[src/rtl/cam_pkg.sv]
// Types and constants of the clock anomaly monitor.
// Used by cam_check, clock_anomaly_monitor and cam_checker; depends on nothing.
package cam_pkg;

  typedef enum logic [2:0] {
    AN_OK        = 3'd0,
    AN_BACK      = 3'd1,
    AN_FWD       = 3'd2,
    AN_REGRESS   = 3'd3,
    AN_INCONS    = 3'd4,
    AN_SYNC_LOST = 3'd5
  } anomaly_e;

  localparam logic CMD_SAMPLE = 1'b0;
  localparam logic CMD_SYNC   = 1'b1;

  localparam int unsigned ADDR_W = 3;
  localparam logic REG_FWD_LIMIT  = 1'b0;
  localparam logic REG_BACK_LIMIT = 1'b1;

  localparam logic [31:0] FWD_LIMIT_RESET  = 32'(5 * 60 * 1000);
  localparam logic [31:0] BACK_LIMIT_RESET = 32'd1000;

  typedef struct packed {
    logic        command;
    logic [63:0] mono_ms;
    logic [63:0] wall_ms;
    logic        sync_present;
  } in_t;

  typedef struct packed {
    logic [2:0]  anomaly;
    logic [31:0] regression_count;
    logic [31:0] jump_count;
    logic [31:0] loss_count;
  } out_t;

  // Verdict on one item and the state updates that follow from it.
  typedef struct packed {
    anomaly_e anomaly;
    logic     take_mono;
    logic     take_wall;
    logic     inc_regress;
    logic     inc_jump;
    logic     inc_loss;
  } dec_t;

endpackage

[src/rtl/clock_anomaly_monitor.sv]
// Top level of the clock anomaly monitor: handshake stages, state and APB registers.
// Depends on cam_pkg and cam_check.
//
//  channel | direction | payload | transfer when
//  --------+-----------+---------+------------------------------------------
//  in      | input     | in_t    | in_valid_i && in_ready_o at clk_i rise
//  out     | output    | out_t   | out_valid_o && out_ready_i at clk_i rise
//  apb     | input     | 32 bit  | psel && penable && pwrite (pready high)
//
// One item is taken per cycle while the output does not stall; its result passes from the
// input register to the result register and is offered once it is in the result register.
// The rate is set by the state loop: the baselines are compared and updated
// in the same cycle, so the next item always sees the previous item's state.
// Reset clears the baselines, counters and valid flags and restores the limits.
// A stalled output holds its result; input ready drops only when both registers are full.
module clock_anomaly_monitor import cam_pkg::*; #(
  parameter int unsigned COUNT_WIDTH = 32
) (
  input  logic              clk_i,
  input  logic              rst_ni,
  input  logic              in_valid_i,
  output logic              in_ready_o,
  input  in_t               in_data_i,
  output logic              out_valid_o,
  input  logic              out_ready_i,
  output out_t              out_data_o,
  input  logic              psel,
  input  logic              penable,
  input  logic              pwrite,
  input  logic [ADDR_W-1:0] paddr,
  input  logic [31:0]       pwdata,
  output logic [31:0]       prdata,
  output logic              pready
);

  localparam logic [COUNT_WIDTH-1:0] CountMax = '1;

  // Configuration registers.
  logic [31:0] fwd_limit_q;
  logic [31:0] back_limit_q;
  logic        cfg_write;
  logic        cfg_index;

  // Handshake stages.
  logic s1_valid_q, s1_valid_d;
  in_t  s1_q;
  logic out_valid_q, out_valid_d;
  out_t out_q;
  logic s1_go;
  logic s1_fire;

  // Monitor state.
  logic                   had_sample_q, had_sample_d;
  logic                   sync_q, sync_d;
  logic [63:0]            base_mono_q, base_mono_d;
  logic [63:0]            base_wall_q, base_wall_d;
  logic [COUNT_WIDTH-1:0] regress_q, regress_d;
  logic [COUNT_WIDTH-1:0] jump_q, jump_d;
  logic [COUNT_WIDTH-1:0] loss_q, loss_d;

  dec_t dec;

  // The APB port never inserts wait states. The register index is the word
  // address bit; the byte offset bits are not decoded.
  assign pready    = 1'b1;
  assign cfg_index = paddr[2];
  assign cfg_write = psel && penable && pwrite;
  assign prdata    = (cfg_index == REG_BACK_LIMIT) ? back_limit_q : fwd_limit_q;

  always_ff @(posedge clk_i or negedge rst_ni) begin
    if (!rst_ni) begin
      fwd_limit_q  <= FWD_LIMIT_RESET;
      back_limit_q <= BACK_LIMIT_RESET;
    end else if (cfg_write) begin
      unique case (cfg_index)
        REG_FWD_LIMIT:  fwd_limit_q  <= pwdata;
        REG_BACK_LIMIT: back_limit_q <= pwdata;
        default:        fwd_limit_q  <= fwd_limit_q;
      endcase
    end
  end

  // The input stage moves on whenever the result register is free or is being
  // emptied in this cycle.
  assign s1_go      = !out_valid_q || out_ready_i;
  assign s1_fire    = s1_valid_q && s1_go;
  assign in_ready_o = !s1_valid_q || s1_go;

  assign s1_valid_d  = in_ready_o ? in_valid_i : s1_valid_q;
  assign out_valid_d = s1_go ? s1_valid_q : out_valid_q;

  cam_check u_check (
    .item_i       (s1_q),
    .base_mono_i  (base_mono_q),
    .base_wall_i  (base_wall_q),
    .had_sample_i (had_sample_q),
    .sync_flag_i  (sync_q),
    .fwd_limit_i  (fwd_limit_q),
    .back_limit_i (back_limit_q),
    .dec_o        (dec)
  );

  // State updates take effect only when the item in the input register moves on.
  always_comb begin
    had_sample_d = had_sample_q;
    sync_d       = sync_q;
    base_mono_d  = base_mono_q;
    base_wall_d  = base_wall_q;
    regress_d    = regress_q;
    jump_d       = jump_q;
    loss_d       = loss_q;
    if (s1_fire) begin
      if (s1_q.command == CMD_SAMPLE) begin
        had_sample_d = 1'b1;
      end else begin
        sync_d = s1_q.sync_present;
      end
      if (dec.take_mono) begin
        base_mono_d = s1_q.mono_ms;
      end
      if (dec.take_wall) begin
        base_wall_d = s1_q.wall_ms;
      end
      // The counters stick at their maximum.
      if (dec.inc_regress && regress_q != CountMax) begin
        regress_d = regress_q + 1'b1;
      end
      if (dec.inc_jump && jump_q != CountMax) begin
        jump_d = jump_q + 1'b1;
      end
      if (dec.inc_loss && loss_q != CountMax) begin
        loss_d = loss_q + 1'b1;
      end
    end
  end

  always_ff @(posedge clk_i or negedge rst_ni) begin
    if (!rst_ni) begin
      s1_valid_q   <= 1'b0;
      out_valid_q  <= 1'b0;
      had_sample_q <= 1'b0;
      sync_q       <= 1'b1;
      base_mono_q  <= '0;
      base_wall_q  <= '0;
      regress_q    <= '0;
      jump_q       <= '0;
      loss_q       <= '0;
    end else begin
      s1_valid_q   <= s1_valid_d;
      out_valid_q  <= out_valid_d;
      had_sample_q <= had_sample_d;
      sync_q       <= sync_d;
      base_mono_q  <= base_mono_d;
      base_wall_q  <= base_wall_d;
      regress_q    <= regress_d;
      jump_q       <= jump_d;
      loss_q       <= loss_d;
    end
  end

  // Payload registers carry no reset.
  always_ff @(posedge clk_i) begin
    if (in_valid_i && in_ready_o) begin
      s1_q <= in_data_i;
    end
    if (s1_fire) begin
      out_q.anomaly          <= dec.anomaly;
      out_q.regression_count <= 32'(regress_d);
      out_q.jump_count       <= 32'(jump_d);
      out_q.loss_count       <= 32'(loss_d);
    end
  end

  assign out_valid_o = out_valid_q;
  assign out_data_o  = out_q;

endmodule

[src/rtl/cam_check.sv]
// Classification of one item against the stored baselines and limits.
// Depends on cam_pkg; purely combinational.
module cam_check import cam_pkg::*; (
  input  in_t         item_i,
  input  logic [63:0] base_mono_i,
  input  logic [63:0] base_wall_i,
  input  logic        had_sample_i,
  input  logic        sync_flag_i,
  input  logic [31:0] fwd_limit_i,
  input  logic [31:0] back_limit_i,
  output dec_t        dec_o
);

  logic [64:0] fwd_sum;
  logic [64:0] back_sum;
  logic [64:0] wall_ext;
  logic [64:0] base_wall_ext;
  logic        back_jump;
  logic        fwd_jump;

  // Sums are kept at 65 bits so that they never wrap.
  assign wall_ext      = {1'b0, item_i.wall_ms};
  assign base_wall_ext = {1'b0, base_wall_i};
  assign fwd_sum       = base_wall_ext + {33'd0, fwd_limit_i};
  assign back_sum      = wall_ext + {33'd0, back_limit_i};
  assign back_jump     = back_sum < base_wall_ext;
  assign fwd_jump      = wall_ext > fwd_sum;

  always_comb begin
    dec_o = '{anomaly: AN_OK, default: 1'b0};
    if (item_i.command == CMD_SAMPLE) begin
      if (had_sample_i) begin
        priority if (item_i.mono_ms < base_mono_i) begin
          dec_o.anomaly     = AN_REGRESS;
          dec_o.inc_regress = 1'b1;
        end else if (back_jump) begin
          dec_o.anomaly  = AN_BACK;
          dec_o.inc_jump = 1'b1;
        end else if (fwd_jump) begin
          dec_o.anomaly  = AN_FWD;
          dec_o.inc_jump = 1'b1;
        end else if (item_i.wall_ms != base_wall_i && item_i.mono_ms == base_mono_i) begin
          dec_o.anomaly  = AN_INCONS;
          dec_o.inc_jump = 1'b1;
        end else begin
          dec_o.anomaly = AN_OK;
        end
      end
      if (dec_o.anomaly == AN_OK) begin
        dec_o.take_mono = 1'b1;
        dec_o.take_wall = 1'b1;
      end else if (item_i.mono_ms > base_mono_i) begin
        // Anomalous but forward-moving: wall follows only within the forward limit.
        dec_o.take_mono = 1'b1;
        dec_o.take_wall = (item_i.wall_ms > base_wall_i) && (wall_ext < fwd_sum);
      end
    end else begin
      if (sync_flag_i && !item_i.sync_present) begin
        dec_o.anomaly  = AN_SYNC_LOST;
        dec_o.inc_loss = 1'b1;
      end
    end
  end

endmodule

[config.mk]
export PLATFORM = sky130hd
export DESIGN_NAME = clock_anomaly_monitor
export DESIGN_NICKNAME = d
export VERILOG_FILES = /design/src/rtl/cam_pkg.sv /design/src/rtl/clock_anomaly_monitor.sv /design/src/rtl/cam_check.sv
export SDC_FILE = /design/constraint.sdc
export NUM_CORES = 1
export LEC_CHECK = 0
export BUFFER_PORTS_ARGS = -buffer_cell sky130_fd_sc_hd__buf_2
export CORE_UTILIZATION = 25
export CTS_CLUSTER_DIAMETER = 40
export DETAILED_ROUTE_END_ITERATION = 10
export MAX_ROUTING_LAYER = met4
export PLACE_DENSITY = 0.47
export RECOVER_POWER = 100
export SLEW_MARGIN = 20
export SYNTH_ARGS = -nofsm -noshare
export SYNTH_HDL_FRONTEND = slang
export SYNTH_SLANG_ARGS = --single-unit
[constraint.sdc]
create_clock -name clk_i -period 8.6 [get_ports clk_i]
set_clock_uncertainty 0.1 [all_clocks]
set_input_delay 1.72 -clock clk_i [delete_from_list [all_inputs] [get_ports clk_i]]
set_output_delay 1.72 -clock clk_i [all_outputs]
set_load 0.02 [all_outputs]
==> results.md, run 1 <==
* Outcome: complete, but fails checks
* Violated checks: max-capacitance violations, max-slew violations
* Pleak at 15.6 nW
* Crit share post-route at 90.3%
* Register area share after synthesis at 47.5%
* Internal reg-to-reg setup slack at 0.83 ns
* Slew HR at -315%
* Final instance area at 0.0366 mm²
* CP startpoint kind: register
* Grt total ovfl at 0
* Setup Fix Bufs, Post-CTS at 0
* Max VDD drop at 0.000160 V
* Simple-Gate Fraction of Synth Area at 11.2%
* Worst Path Arrival at 8.21 ns
* Commonest non-fill, non-tap cell in the layout: ha_1
* Power density cells at 327 mW/mm²
* Commonest cells after routing, fill and taps aside: 322 x ha_1, 277 x dfrtp_1, 229 x edfxtp_1
* Internal power at 7.65 mW
* Critical Path RT at 9.04 ns
* MaxCap Viol Count at 9
* Antenna-violating nets left at 0
* Final Hold Viols at 0
* Reg power frac at 29.5%
* Wire per inst at 18.4 µm
* Post-synthesis mux area share at 9.29%
* Vias per cell at 4.54
* Net Count, Synth at 3,063
* Compound-gate portion of the synthesized area at 8.91%
* H-tree Lvls at 3
* DRC at 0
* Hold Path Origin: regress_q[28]
* Top cell by count, worst path: a21oi_1
* Final TNS setup at 0 ns
* Crit-path slowest cell: a211oi_1
* Ys flop type: dfrtp_1
* R2R depth at 25
* Slew Limit Fails at 387
* CP Class: register to register
* Fraction of layout instances using a drive strength above 1 at 15.8%
* Row count at 126
* NetSw at 4.30 mW
* CTS tree: built
* YS warnings at 0
* DRT Wirelength at 86.0 mm
* Largest stage delay, worst path at 0.72 ns
* Hpwl dp at 64.1 mm
* Comb pwr share at 35.2%
* Worst-case clock buffer depth at 3
* DR iter-0 viols at 1,094
* Clock network power share at 35.3%
* Die Footprint at 0.121 mm²
* Post-synth cell types at 79
* Die Y at 348 µm
* Post-Syn Area at 0.0299 mm²
* Vias in the first global route at 21,549
* Asr flop ratio synth at 56.0%
* WHS at 0.377 ns
* Hold Path End: regress_q[28]
* Placer congestion estimate at 0.840
* Reg2reg start: s1_q[1]
* Critical path peak fanout at 64
* XOR/XNOR Fraction of Synth Area at 6.18%
* Main combinational cell family by area after synthesis: adder cells
* Port Buffers at 302
* Fillcell total at 12,285
* DR pass1 iterations at 5
* Area grow syn2layout at 22.3%
* Worst reg2reg endpoint: base_wall_q[14]
* Cts bufs inserted at 104
* Pin count of the biggest net entering global routing at 125
* Min Tclk post-route at 7.77 ns
* Sw frac at 36.0%
* Hold Path Class: register to register
* Gr usage total at 14.6%
* Unrepaired setup endpoints after global routing: false
* Clock-pin slew of the registers on the worst-case setup and hold paths at 0.06 ns
* Post-Synthesis Cells at 2,567
* Vias post-DR at 21,165
* Post-Synth Adder-Cell Area at 13.6%
* Critical path endpoint category: register
* Max Fclk at 129 MHz
* Starting Density at 25.3%
* Pwr Total at 12.0 mW
* Hold Buf Count CTS at 0
* Post-CTS resize count at 0
* Hold Crit Depth at 1
* CTS Sinks at 521
* Initial antenna violation count at 27
* Final nets at 3,448
* Core Area at 0.118 mm²
* Least-Margin Pin Slew at 6.22 ns
* Die Span X at 348 µm
* Later-pin clock latency in the skew report at 0.69 ns
* Seq cells post-synth at 521
* Post-synth EDFFs at 229
* Final setup viols at 0
* Boundary pin count at 306
* Syn_area_per_cell at 11.7 µm²
* Root Driver: clkbuf_16
* Area after DPL at 0.0333 mm²
* Global-route wire length before repair at 131 mm
-- synth_stat cells, types with 56 or more instances --
| master | count | area [µm²] |
|---|---|---|
| a21o_1 | 56 | 420 |
| a21oi_1 | 153 | 766 |
| dfrtp_1 | 277 | 6930 |
| edfxtp_1 | 229 | 6880 |
| ha_1 | 322 | 4030 |
| inv_1 | 173 | 649 |
| mux2_1 | 57 | 642 |
| mux2_2 | 107 | 1200 |
| mux2_4 | 60 | 901 |
| nand2_1 | 144 | 541 |
| nand3_1 | 106 | 531 |
| nand4_1 | 80 | 500 |
| nor2_1 | 92 | 345 |
| o21ai_0 | 77 | 385 |
| xnor2_1 | 133 | 1160 |
| xor2_1 | 78 | 683 |
-- state kept, by name (all words and copies together) (netlist names) --
register	count
back_limit_q	32
base_mono_q	64
base_wall_q	64
fwd_limit_q	32
had_sample_q	1
jump_q	32
loss_q	32
out_data_o	99
out_valid_o	1
regress_q	32
s1_q	130
s1_valid_q	1
sync_q	1
-- cells by family after synthesis --
kind of cell,after synthesis
AOI/OAI and AO/OA,421
xor gates and xnor gates,211
adders and majority gates,324
buffers and inverters,216
DFF,521
muxes,227
other,1
and+or+nand+nor,646
-- worst max-delay path by stage --
stage | start | end | slack (ns) | cells after the start
6_report | s1_q[1] | base_wall_q[14] | 0.83 | 25
4_1_cts | base_wall_q[0] | base_wall_q[42] | 1.00 | 26
5_1_grt | rst_ni | base_mono_q[57] | 0.29 | 1
3_3_place_gp | base_wall_q[0] | base_wall_q[3] | 1.10 | 26
2_1_floorplan | base_wall_q[0] | base_wall_q[54] | 2.61 | 25
3_5_place_dp | base_wall_q[0] | base_wall_q[3] | 1.08 | 26
-- area by class of cell --
type	count	area [µm²]	share of cell area (%)
Tap cell	1600	2000	5.47
Multi-Input combinational cell	1830	14500	39.7
Antenna cell	18	45.0	0.123
Clock inverter	81	990	2.70
Clock buffer	117	2700	7.38
Timing Repair Buffer	322	1480	4.04
Inverter	173	651	1.78
Sequential cell	521	14200	38.8
-- through the flow --
step | cells | util [%] | setup WS, ns
after detailed placement | 4446 | 28.1 | 1.08
after global placement | 4446 | 28.1 | 1.10
final | 4662 | 30.9 | 0.831
after floorplan | 2567 | - | 2.61
after global routing | 4660 | 30.9 | 0.286
after CTS | 4644 | 31.3 | 1.00
-- critical path, delay by kind of cell, from the launching register on --
kind                     cells  cell delay (ns)
AO/OA/AOI/OAI               14             3.66
AND/OR/NAND/NOR              4             1.34
adder cells (fa/ha/maj)      3             0.77
buffers and inverters        2             0.64
flip-flops                   1             0.48
multiplexers                 1             0.37
XOR/XNOR                     1             0.22
-- metal layers --
metal	wire length, µm	global-route usage, %	vias up	share of wire [%]
met1	39600	18.5	10233	46
met2	38500	22.2	434	45
met3	5400	3.95	155	6.3
li1	-	-	10343	-
met5	0	-	-	0
met4	2480	4.85	0	2.9
-- power groups by stage --
stage	combinational [mW]	clock, mW	sequential (mW)
floorplan	3.27	0	3.48
global placement	4.36	0	3.57
detailed placement	4.38	0	3.57
CTS	4.41	4.33	3.54
global route	4.82	4.43	3.61
finish	4.21	4.22	3.53
(Power assumes the default switching activity.)
==> run 2, diff against run 1 <==
clock period = 7.35 ns   (was 8.6 ns; I/O delays follow)
==> run 2 against run 1 <==
The run still ends with max-capacitance violations, max-slew violations left. Power increased by 16%. Register-to-register slack lost 0.38 ns. Via count grew 0.14%. Combinational power is 19% higher. Largest power group is now combinational cells. Highest routed layer unchanged.
==> results.md, run 2 (synthesis gave the netlist of run 1 again) <==
* Outcome: complete, but fails checks
* Violated checks: max-capacitance violations, max-slew violations
* Sw frac at 36.7%
* Critical path endpoint category: register
* Placer congestion estimate at 0.841
* Die Span X at 348 µm
* Crit share post-route at 93.9%
* Biggest register: s1_q
* Final setup viols at 0
* Slew HR at -165%
* CTS tree: built
* Cts bufs inserted at 105
* Reg power frac at 29.9%
* Final instance area at 0.0366 mm²
* CP Class: register to register
* Largest stage delay, worst path at 0.59 ns
* Final Hold Viols at 0
* CP startpoint kind: register
* Die Footprint at 0.121 mm²
* Clock-pin slew of the registers on the worst-case setup and hold paths at 0.06 ns
* Comb pwr share at 36.2%
* Pwr Total at 13.8 mW
* DRC at 0
* Gr usage total at 14.8%
* Final TNS setup at 0 ns
* Max VDD drop at 0.000202 V
* Die Y at 348 µm
* Clock network power share at 33.9%
* Boundary pin count at 306
* Initial antenna violation count at 24
* Pleak at 15.7 nW
* Area after DPL at 0.0335 mm²
* Wire per inst at 18.5 µm
* Slew Limit Fails at 598
* Count of non-filler cells in the finished layout at 4,674
* Port Buffers at 302
* Commonest cells after routing, fill and taps aside: 322 x ha_1, 277 x dfrtp_1, 229 x edfxtp_1
* Crit-path slowest cell: or4b_4
* Vias post-DR at 21,195
* Placed cell count at 4,464
* Vias in the first global route at 21,636
* Vias per cell at 4.53
* Critical Path RT at 7.68 ns
* Commonest non-fill, non-tap cell in the layout: ha_1
* Unrepaired setup endpoints after global routing: false
* Final nets at 3,467
* Fraction of layout instances using a drive strength above 1 at 16.5%
* MaxCap Viol Count at 9
* Antenna-violating nets left at 0
* Grt total ovfl at 0
* Max Fclk at 145 MHz
* Area grow syn2layout at 22.4%
* Hold Buf Count CTS at 0
* Worst Path Arrival at 7.24 ns
* Later-pin clock latency in the skew report at 0.71 ns
* Root Driver: clkbuf_16
* Internal power at 8.75 mW
* Global-route wire length before repair at 132 mm
* Hpwl dp at 64.8 mm
* Starting Density at 25.3%
* DR iter-0 viols at 1,073
* Setup Fix Bufs, Post-CTS at 0
* CTS Sinks at 521
* Least-Margin Pin Slew at 3.97 ns
* Power density cells at 377 mW/mm²
* Worst-case clock buffer depth at 3
* Min Tclk post-route at 6.90 ns
* Critical path peak fanout at 14
* Row count at 126
* Pin count of the biggest net entering global routing at 140
* H-tree Lvls at 3
* DR pass1 iterations at 5
* Core Area at 0.118 mm²
* DRT Wirelength at 86.3 mm
* Max FFs per register at 130
* NetSw at 5.07 mW
* Hold Path Class: register to register
## run 2: path summary, 6_finish.rpt
kind | from | end | slack (ns) | cells after the start
max in group asynchronous | rst_ni | fwd_limit_q[20] | 1.29 | 2
min | regress_q[10] | regress_q[10] | 0.37 | 1
min in group asynchronous | rst_ni | loss_q[3] | 1.12 | 1
min reg2reg | regress_q[10] | regress_q[10] | 0.37 | 1
max | s1_q[6] | out_data_o[55] | 0.45 | 25
max reg2reg | s1_q[6] | out_data_o[55] | 0.45 | 25
## run 2: power groups by stage
stage / Combinational, mW / Sequential [mW] / Clock, mW
finish: 5.00 / 4.13 / 4.69
global route: 5.70 / 4.22 / 4.95
CTS: 5.23 / 4.14 / 4.82
detailed placement: 5.19 / 4.18 / 0
global placement: 5.16 / 4.18 / 0
floorplan: 3.82 / 4.08 / 0
## run 2: critical path: cells and delay by family (launching register included)
kind	cells	cell delay (ns)
AOI/OAI and AO/OA	10	2.40
xor gates and xnor gates	2	0.29
adders and majority gates	2	0.69
buffers and inverters	3	0.52
DFF	1	0.47
and+or+nand+nor	8	2.15
## run 2: metal layers
metal	global-route usage [%]	vias up	share of wire [%]
met4	4.54	0	2.5
met2	22.5	439	45
met3	4.43	160	6.2
met1	18.7	10221	46
li1	-	10375	-
met5	-	-	0
## run 2: area by class of cell
| type | count | area (µm²) |
|---|---|---|
| antenna | 14 | 35.0 |
| clock buffer | 117 | 2750 |
| clock inverter | 79 | 771 |
| fill | 12315 | 81800 |
| inverter | 173 | 651 |
| multi-input combinational | 1830 | 14600 |
| sequential | 521 | 14200 |
| tap | 1600 | 2000 |
| timing repair buffer | 340 | 1630 |
## run 2: repair_timing
action                                  in CTS  in global routing
gates resized for setup                      0                  4
hold endpoints to repair                     0                  0
endpoints found under the setup margin       0                 72
## run 2: through the flow
step | worst slack [ns] | hold slack, ns | util (%)
after floorplan | 1.36 | 0.346 | -
final | 0.448 | 0.374 | 30.9
after global placement | 0.458 | 0.368 | 28.3
after detailed placement | 0.341 | 0.370 | 28.3
after CTS | 0.296 | 0.378 | 31.3
after global routing | 0.0223 | 0.388 | 30.9
